[config.mk]
export PLATFORM = sky130hd
export DESIGN_NAME = gap_ctrl
export DESIGN_NICKNAME = d
export VERILOG_FILES = /design/src/hw/rtl/gravity_average_per_photo_macros.svh /design/src/hw/rtl/gap_pkg.sv /design/src/hw/rtl/gap_ctrl.sv
export SDC_FILE = /design/constraint.sdc
export NUM_CORES = 1
export LEC_CHECK = 0
export BUFFER_PORTS_ARGS = -buffer_cell sky130_fd_sc_hd__clkbuf_2
export CORE_UTILIZATION = 53
export DETAILED_ROUTE_END_ITERATION = 16
export PLACE_DENSITY_LB_ADDON = 0.1
export SYNTH_ARGS = -nofsm -noshare
export SYNTH_HDL_FRONTEND = slang
export SYNTH_SLANG_ARGS = --single-unit
[constraint.sdc]
create_clock -name i_clk -period 4.8 [get_ports i_clk]
set_clock_uncertainty 0.1 [all_clocks]
set_input_delay 1.2 -clock i_clk [delete_from_list [all_inputs] [get_ports i_clk]]
set_output_delay 1.2 -clock i_clk [all_outputs]
set_load 0.02 [all_outputs]
[src/hw/rtl/gravity_average_per_photo_macros.svh]
// Assertion macros shared by the gravity average block.
`ifndef GRAVITY_AVERAGE_PER_PHOTO_MACROS_SVH
`define GRAVITY_AVERAGE_PER_PHOTO_MACROS_SVH

// Same-cycle implication, disabled during reset.
`define GAP_ASSERT_IMPLY(label, clk, rst_n, pre, post) \
    label: assert property (@(posedge clk) disable iff (!rst_n) (pre) |-> (post)) \
        else $error("gap assertion failed");

// Next-cycle implication, disabled during reset.
`define GAP_ASSERT_NEXT(label, clk, rst_n, pre, post) \
    label: assert property (@(posedge clk) disable iff (!rst_n) (pre) |=> (post)) \
        else $error("gap assertion failed");

`endif

[src/hw/rtl/gap_pkg.sv]
// Package: constants, codes and controller/datapath types for the gravity average block.
package gap_pkg;

    localparam int MAX_SKIP_DEF    = 16;
    localparam int SAMPLE_BITS_DEF = 16;
    localparam int SUM_BITS_DEF    = 32;

    localparam int CFG_IDX_W  = 3;
    localparam int CFG_DATA_W = 16;

    localparam logic [CFG_IDX_W-1:0] CFG_TARGET = 3'd0;
    localparam logic [CFG_IDX_W-1:0] CFG_SKIP   = 3'd1;
    localparam logic [CFG_IDX_W-1:0] CFG_PHOTOS = 3'd2;
    localparam logic [CFG_IDX_W-1:0] CFG_QW     = 3'd3;
    localparam logic [CFG_IDX_W-1:0] CFG_QX     = 3'd4;
    localparam logic [CFG_IDX_W-1:0] CFG_QY     = 3'd5;
    localparam logic [CFG_IDX_W-1:0] CFG_QZ     = 3'd6;

    localparam logic [1:0] CMD_SESSION = 2'd0;
    localparam logic [1:0] CMD_SAMPLE  = 2'd1;
    localparam logic [1:0] CMD_PHOTO   = 2'd2;

    localparam int IDX_W = 6;

    typedef struct packed {
        logic             acc_sess;
        logic             acc_samp;
        logic             acc_photo;
        logic             samp_add;
        logic             norm;
        logic             sq;
        logic             sqrt;
        logic             div;
        logic             qp;
        logic             rot;
        logic             out_load;
        logic [IDX_W-1:0] idx;
    } t_cmd;

    typedef struct packed {
        logic match;
        logic zero;
        logic norm_ok;
        logic out_free;
    } t_stat;

endpackage

[src/hw/rtl/gap_ctrl.sv]
// Controller: sequences sample accumulation and the photo normalize/rotate pass.
module gap_ctrl
    import gap_pkg::*;
(
    input  logic       i_clk,
    input  logic       i_rst_n,
    input  logic       i_valid,
    input  logic [1:0] i_command,
    output logic       o_ready,
    input  t_stat      i_stat,
    output t_cmd       o_cmd
);

    localparam logic [3:0] S_IDLE = 4'd0;
    localparam logic [3:0] S_ADD  = 4'd1;
    localparam logic [3:0] S_NORM = 4'd2;
    localparam logic [3:0] S_SQ   = 4'd3;
    localparam logic [3:0] S_SQRT = 4'd4;
    localparam logic [3:0] S_DIV  = 4'd5;
    localparam logic [3:0] S_QP   = 4'd6;
    localparam logic [3:0] S_ROT  = 4'd7;
    localparam logic [3:0] S_OUT  = 4'd8;

    localparam logic [IDX_W-1:0] LAST_SQ   = 6'd3;
    localparam logic [IDX_W-1:0] LAST_SQRT = 6'd31;
    localparam logic [IDX_W-1:0] LAST_DIV  = 6'd15;
    localparam logic [IDX_W-1:0] LAST_QP   = 6'd8;
    localparam logic [IDX_W-1:0] LAST_ROT  = 6'd9;

    logic [3:0]       r_state, n_state;
    logic [IDX_W-1:0] r_idx, n_idx;

    always_ff @(posedge i_clk) begin
        if (!i_rst_n) begin
            r_state <= S_IDLE;
            r_idx   <= '0;
        end else begin
            r_state <= n_state;
            r_idx   <= n_idx;
        end
    end

    always_comb begin
        n_state = r_state;
        n_idx   = r_idx + 1'b1;
        o_cmd   = '0;
        o_cmd.idx = r_idx;
        o_ready = 1'b0;
        unique case (r_state)
            S_IDLE: begin
                o_ready = 1'b1;
                n_idx   = '0;
                if (i_valid) begin
                    unique case (i_command)
                        CMD_SESSION: o_cmd.acc_sess = 1'b1;
                        CMD_SAMPLE: begin
                            o_cmd.acc_samp = 1'b1;
                            n_state = S_ADD;
                        end
                        CMD_PHOTO: begin
                            o_cmd.acc_photo = 1'b1;
                            if (i_stat.match) begin
                                n_state = i_stat.zero ? S_OUT : S_NORM;
                            end
                        end
                        default: ;
                    endcase
                end
            end
            S_ADD: begin
                o_cmd.samp_add = 1'b1;
                n_state = S_IDLE;
            end
            S_NORM: begin
                o_cmd.norm = 1'b1;
                n_idx = '0;
                if (i_stat.norm_ok) begin
                    n_state = S_SQ;
                end
            end
            S_SQ: begin
                o_cmd.sq = 1'b1;
                if (r_idx == LAST_SQ) begin
                    n_state = S_SQRT;
                    n_idx = '0;
                end
            end
            S_SQRT: begin
                o_cmd.sqrt = 1'b1;
                if (r_idx == LAST_SQRT) begin
                    n_state = S_DIV;
                    n_idx = '0;
                end
            end
            S_DIV: begin
                o_cmd.div = 1'b1;
                if (r_idx == LAST_DIV) begin
                    n_state = S_QP;
                    n_idx = '0;
                end
            end
            S_QP: begin
                o_cmd.qp = 1'b1;
                if (r_idx == LAST_QP) begin
                    n_state = S_ROT;
                    n_idx = '0;
                end
            end
            S_ROT: begin
                o_cmd.rot = 1'b1;
                if (r_idx == LAST_ROT) begin
                    n_state = S_OUT;
                    n_idx = '0;
                end
            end
            S_OUT: begin
                n_idx = '0;
                if (i_stat.out_free) begin
                    o_cmd.out_load = 1'b1;
                    n_state = S_IDLE;
                end
            end
            default: n_state = S_IDLE;
        endcase
    end

endmodule

Yosys cells after proc, flatten, opt, wreduce, memory -nomap -nowiden

Index checks and enable logic that the tools add are counted.

Add/sub/neg operators: 1
Equal/unequal tests: 25
Multiplexer cells: 33
Reduce and logical (&&, ||, !) cells: 4

Operator list:

| cell                                                  | number |
|---|---|
| two-way mux 4 bit                                     | 10 |
| one-hot mux 6 bit (6 select lines)                    | 1 |
| one-hot mux 4 bit (8 select lines)                    | 1 |
| two-way mux 6 bit                                     | 5 |
| == test 6 x 4 -> 1 bit, second input constant         | 3 |
| == test 4 x 3 -> 1 bit, second input constant         | 4 |
| inequality test 2 bit, second input constant          | 8 |
| two-way mux 1 bit                                     | 13 |
| AND reduction 10 bit                                  | 1 |
| == test 4 x 2 -> 1 bit, second input constant         | 2 |
| one-hot mux 4 bit (2 select lines)                    | 1 |
| adder 6 x 1 -> 6 bit, second input constant           | 1 |
| == test 6 x 2 -> 1 bit, second input constant         | 1 |
| == test 6 x 5 -> 1 bit, second input constant         | 1 |
| two-way mux 3 bit                                     | 2 |
| == test 4 x 1 -> 1 bit, second input constant         | 1 |
| == test 4 bit, second input constant                  | 1 |
| zero test 4 bit                                       | 1 |
| inequality test 3 x 1 -> 1 bit, second input constant | 1 |
| inequality test 3 bit, second input constant          | 1 |
| OR reduction 3 bit                                    | 1 |
| == test 2 x 1 -> 1 bit, second input constant         | 1 |
| == test 2 bit, second input constant                  | 1 |
| zero test 2 bit                                       | 1 |

Register bits: 10
Bits of input ports: 9
Output and inout port bits: 18
Word-level logic and storage cells: 65

Longest topological paths before layout

Gate-level depths: netlist of run 1.

Depth after elaboration: 5
Gate-level depth with buffers: 7
Depth with buffers taken out: 7

Worst setup path before layout of run 1

Ideal clock, no wire load.

Path kind: input port to output port
Start point: input port i_stat[0] in the netlist's numbering
End point: output port o_cmd[6] in the netlist's numbering
Arrival time: 1.874 ns
Required time: 3.500 ns
Path slack: 1.626 ns
Stages: 2
Buffers on the path: 0
Path through: nand2_1 -> nor4_1

RTL lines:

| element     | RTL line       | source |
|---|---|---|
| from (decl) | gap_ctrl.sv:10 | `input t_stat i_stat,` |
| to (decl)   | gap_ctrl.sv:11 | `output t_cmd o_cmd` |

==> results of run 1 <==
-- synthesized netlist by cell type, types with 4 or more instances --
library cell / count / area (um^2)
dfxtp_1: 10 / 200.2
mux2i_1: 6 / 60.06
inv_1: 7 / 26.28
o21ai_0: 4 / 20.02
ha_1: 6 / 75.07
nor2_1: 10 / 37.54
nand2_1: 15 / 56.30
nor4_1: 5 / 31.28
-- cell usage in the layout, fill, tap and decap left out, types with 4 or more instances in the layout --
cell      count
mux2i_1       6
clkbuf_2     26
ha_1          6
nor4_1        5
inv_1         7
o21ai_0       4
nor2_1       10
dfxtp_1      10
nand2_1      15
-- area by class of cell --
type	count	area, um^2
Clock buffer	4	36.28
Inverter	7	26.28
Multi-Input combinational cell	84	573.1
Timing Repair Buffer	26	130.1
Sequential cell	10	200.2
Tap cell	15	18.77
Fill cell	122	397.9
-- flip-flops by register name, indices dropped and copies added (netlist names) --
name,flops
r_state,4
r_idx,6
-- kinds of logic (layout without fill, tap and decap cells) --
logic type / Yosys count / count (layout) / synth area share (%)
muxes: 6 / 6 / 7.251
AOI/OAI and AO/OA: 16 / 16 / 13.14
buffers and inverters: 14 / 37 / 6.647
DFF: 10 / 10 / 24.17
and+or+nand+nor: 52 / 52 / 35.50
xor gates and xnor gates: 4 / 4 / 4.230
adders and majority gates: 6 / 6 / 9.063
-- metrics by stage --
stage | worst slack, ns | utilization, % | cells
finish | 1.627 | 71.22 | 146
global route | 1.583 | 71.22 | 146
CTS | 1.620 | 71.22 | 146
detailed placement | 1.622 | 68.60 | 142
global placement | 1.651 | 68.60 | 142
floorplan | 1.626 | - | 108
-- worst paths after layout --
kind | start | endpoint | slack, ns | cells after the start
setup / recovery | i_command[0] | o_cmd[14] | 1.63 | 5
hold / removal | r_idx[0]$_SDFF_PN0_ | r_idx[0]$_SDFF_PN0_ | 0.39 | 1
setup reg to reg | r_state[0]$_SDFFE_PN0P_ | r_state[1]$_SDFFE_PN0P_ | 2.59 | 5
hold reg to reg | r_idx[0]$_SDFF_PN0_ | r_idx[0]$_SDFF_PN0_ | 0.39 | 1
-- power groups by stage --
stage / Combinational (mW) / Sequential (mW) / Clock [mW]
floorplan: 0.0858 / 0.0966 / 0
global placement: 0.0925 / 0.111 / 0
detailed placement: 0.0940 / 0.111 / 0
CTS: 0.0952 / 0.110 / 0.0777
global route: 0.104 / 0.112 / 0.0804
finish: 0.0945 / 0.110 / 0.0758
-- worst reg2reg max path, cell delays in order (launching register included) --
cell     delay [ns]
dfxtp_1        0.69
mux2i_1        0.19
nor4_1         0.42
o21ai_0        0.22
nor3_4         0.29
mux2i_1        0.23
-- per-layer routing --
layer / share of wire, % / up-vias
met5: 0 / -
met4: 2.0 / 0
met3: 6.6 / 6
met2: 48 / 33
met1: 43 / 377
li1: - / 427
==> impl_metrics.csv, run 1 <==
group,metric,value,unit
run_status,status,"finished clean",
critical_path,critPathMaxFanout,4,
clocking,tritoncts,"done",
global_routing,first_global_vias,645,
clocking,clock-root-buffer,"clkbuf_4",
power_and_ir_drop,p_sw_share,36.92,%
global_routing,met1_usage,27.01,%
floorplan,start_util,59.91,%
critical_path,path_cells,"clkbuf_2 > inv_1 > ha_1 > and3_1 > clkbuf_2",
floorplan,die_w,41.53,um
timing,rsz0062_at_grt,"false",
global_routing,grt_max_degree,22,
hold_path,hold_class,"flip-flop to flip-flop",
timing,report.final.hold_viol_count,0,
critical_path,startpoint_type,"input pin",
clocking,cts.sinks,10,
routing,avgViaCountPerCell,5.774,
critical_path,slowest_stage,"ha_1",
power_and_ir_drop,p_per_area,284.6,nW/um^2
floorplan,rows,13,
timing,period_share,66.09,%
critical_path,crit_path_max_incr_delay,0.19,ns
logic_synthesis,synth_nets,123,
flow_run,max_cap_viol_count,0,
power_and_ir_drop,p_comb_share,33.7,%
finish,layout-drive-gt1-share,26.72,%
logic_synthesis,ys_seq_area_share,24.17,%
power_and_ir_drop,power.switching,0.1035,mW
routing,ant_nets,0,
routing,drc_errors,0,
power_and_ir_drop,p_leak,0.4353,nW
clocking,cts_buffers,3,
finish,syn_to_final_growth,18.88,%
timing,setup_tns,0,ns
global_routing,top_usage_layer,"met2",
global_routing,grt_pass1_wl,2.815,mm
clocking,h-tree-depth,1,
floorplan,io_pins,27,
critical_path,crit_buf_inv,3,
place,placed_cell_area,948.4,um^2
timing,finalSetupViolCount,0,
logic_synthesis,ys_warn_count,0,
routing,routedWlPerCell,12.61,um
logic_synthesis,syn_area,828.3,um^2
logic_synthesis,yosys_register_bits,10,
power_and_ir_drop,p_clk_share,27.0,%
clocking,postCtsHoldBufs,0,
clocking,cts_buffer_depth,2,
finish,final_area,984.7,um^2
routing,initialDrtViolationCount,26,
global_routing,grt_util_met2,33.75,%
logic_synthesis,ys_types,36,
power_and_ir_drop,ir_drop,0.2204,mV
clocking,cts.clk_slew.worst_paths,0.06,ns
timing,worst_slew_pin_slew,0.6230,ns
logic_synthesis,syn_avg_cell_area,7.669,um^2
power_and_ir_drop,power,0.2802,mW
timing,fmax,315.2,MHz
routing,dr.pass1.iters,4,
clocking,post_cts_buffers,0,
timing,hold_ws,0.3925,ns
logic_synthesis,syn_inst,108,
floorplan,die_y,41.53,um
global_routing,use_met3,6.087,%
timing,layout_min_cycle_time,3.173,ns
finish,diodes,0,
power_and_ir_drop,p_seq_share,39.2,%
global_routing,antenna_found_initial,0,
logic_synthesis,synth_edf_count,0,
critical_path,cp_common_cell,"clkbuf_2",
place,port_buffers,26,
timing,slew_headroom,58.41,%
critical_path,crit_arrival,1.87,ns
place,dp_hpwl,1.335,mm
critical_path,crit_path_end_kind,"output port",
critical_path,crit_type,"input pin to output port",
critical_path,crit_family,"buffers and inverters",
clocking,clk_latency,0.27,ns
routing,num_vias,843,
critical_path,crit_required,3.50,ns
timing,report.final.slew_viol_count,0,
floorplan,core-area,1383,um^2
clocking,cts_resized,0,
place,finalWeightedCongestion,0.7686,
global_routing,gr-total-overflow,0,
logic_synthesis,async_flop_share,0,%
routing,wirelength,1.841,mm
global_routing,track_usage,21.19,%
floorplan,dieArea,1725,um^2
logic_synthesis,synthFlopType,"dfxtp_1",
power_and_ir_drop,p_int,0.1768,mW
finish,num-nets-final,147,
No activity file was read; power rests on OpenSTA's default activity.
==> run 2, diff against run 1 <==
Settings changed: CORE_UTILIZATION 53 to 49.
Clock period 4.8 ns to 3.1 ns, I/O delays scaled along.
==> impl_metrics.csv, run 2 (synthesis gave the netlist of run 1 again) <==
group,metric,value,unit
finish,most-common-layout-cells,"clkbuf_2, nand2_1, nor2_1, dfxtp_1, inv_1",
finish,num-nets-final,147,
global_routing,grt_pass1_wl,3.036,mm
run_status,status,"finished clean",
finish,fin_cells,147,
clocking,h-tree-depth,1,
clocking,postCtsHoldBufs,0,
floorplan,dieArea,1859,um^2
timing,worst_slew_pin_slew,0.6309,ns
critical_path,crit_arrival,1.70,ns
floorplan,io_pins,27,
routing,initialDrtViolationCount,25,
place,port_buffers,26,
clocking,cts_resized,0,
global_routing,gr-total-overflow,0,
routing,ant_nets,0,
timing,report.final.slew_viol_count,0,
clocking,clk_latency,0.26,ns
place,finalWeightedCongestion,0.7084,
floorplan,die_w,43.12,um
global_routing,grt_max_degree,22,
timing,layout_min_cycle_time,2.575,ns
timing,setup_tns,0,ns
power_and_ir_drop,p_per_area,439.3,nW/um^2
finish,nFillCells,142,
routing,drc_errors,0,
critical_path,crit_required,2.22,ns
timing,report.final.hold_viol_count,0,
power_and_ir_drop,p_leak,0.4353,nW
finish,syn_to_final_growth,19.03,%
finish,final_common_cell,"clkbuf_2",
global_routing,first_global_vias,722,
place,preCtsSetupSlack,0.6935,ns
critical_path,startpoint_type,"flip-flop",
timing,fmax,388.4,MHz
timing,layout_setup_ws,0.5250,ns
timing,rsz0062_at_grt,"false",
floorplan,start_util,53.73,%
routing,num_vias,821,
finish,layout-drive-gt1-share,26.72,%
flow_run,max_cap_viol_count,0,
clocking,cts_buffers,3,
clocking,tritoncts,"done",
timing,finalSetupViolCount,0,
routing,wirelength,1.722,mm
clocking,cts.sinks,10,
timing,period_share,83.06,%
clocking,cts.clk_slew.worst_paths,0.06,ns
floorplan,die_y,43.12,um
floorplan,rows,14,
hold_path,hold_class,"flip-flop to flip-flop",
timing,slew_headroom,57.88,%
routing,routedWlPerCell,11.71,um
clocking,cts_buffer_depth,2,
critical_path,crit_path_end_kind,"output port",
power_and_ir_drop,ir_drop,0.3151,mV
global_routing,track_usage,20.84,%
place,dp_hpwl,1.302,mm
clocking,clock-root-buffer,"clkbuf_4",
finish,regMostFlops,"r_idx",
finish,reg_top3,"r_idx x6, r_state x4",
finish,largest_reg_flops,6,
floorplan,core-area,1541,um^2
critical_path,critPathMaxFanout,21,
routing,dr.pass1.iters,4,
clocking,post_cts_buffers,0,
critical_path,crit_type,"flip-flop to output port",
place,place_inst,143,
global_routing,antenna_found_initial,0,
finish,diodes,0,
routing,avgViaCountPerCell,5.585,
[run 2: path summary, 6_finish.rpt]
| path | startpoint | endpoint | slack [ns] | cells after the start |
|---|---|---|---|---|
| min | r_idx[0]$_SDFF_PN0_ | r_idx[0]$_SDFF_PN0_ | 0.40 | 1 |
| max reg2reg | r_state[0]$_SDFFE_PN0P_ | r_state[3]$_SDFFE_PN0P_ | 0.98 | 5 |
| min reg2reg | r_idx[0]$_SDFF_PN0_ | r_idx[0]$_SDFF_PN0_ | 0.40 | 1 |
| max | r_state[1]$_SDFFE_PN0P_ | o_cmd[11] | 0.53 | 2 |
[run 2: metrics by stage]
step	instance area [um^2]	utilization (%)	power (mW)	hold WS, ns
after floorplan	828.3	-	0.2824	0.4422
after global placement	949.7	61.61	0.3168	0.3821
after detailed placement	949.7	61.61	0.3197	0.3859
after CTS	985.9	63.96	0.4374	0.4042
after global routing	985.9	63.96	0.4670	0.4528
final	985.9	63.96	0.4331	0.3971
[run 2: power breakdown]
part           switching, mW  internal, mW  leakage, nW
logic                 0.0817        0.0648        0.333
clock network         0.0452        0.0713       0.0210
registers             0.0325         0.138       0.0809
total                  0.159         0.274        0.435
[run 2: final cells by class]
type / instances / area, um^2 / area share, %
multi-input combinational: 84 / 573.1 / 58.12
sequential: 10 / 200.2 / 20.30
timing repair buffer: 26 / 130.1 / 13.20
clock buffer: 4 / 36.28 / 3.680
inverter: 7 / 26.28 / 2.665
tap: 16 / 20.02 / 2.030
[run 2: worst max-delay path: stages, from the launching register on]
cell      delay (ns)
dfxtp_1         0.73
nor4bb_1        0.47
clkbuf_2        0.24
[run 2: metal layers]
layer / part of all wire [%] / vias up / global-route usage (%) / wire length, um
met5: 0 / - / 0 / 0
met4: 0 / 0 / 4.848 / 0
met3: 6.7 / 0 / 5.532 / 115
met2: 44 / 27 / 31.34 / 764
met1: 49 / 368 / 29.58 / 842
li1: - / 426 / - / -
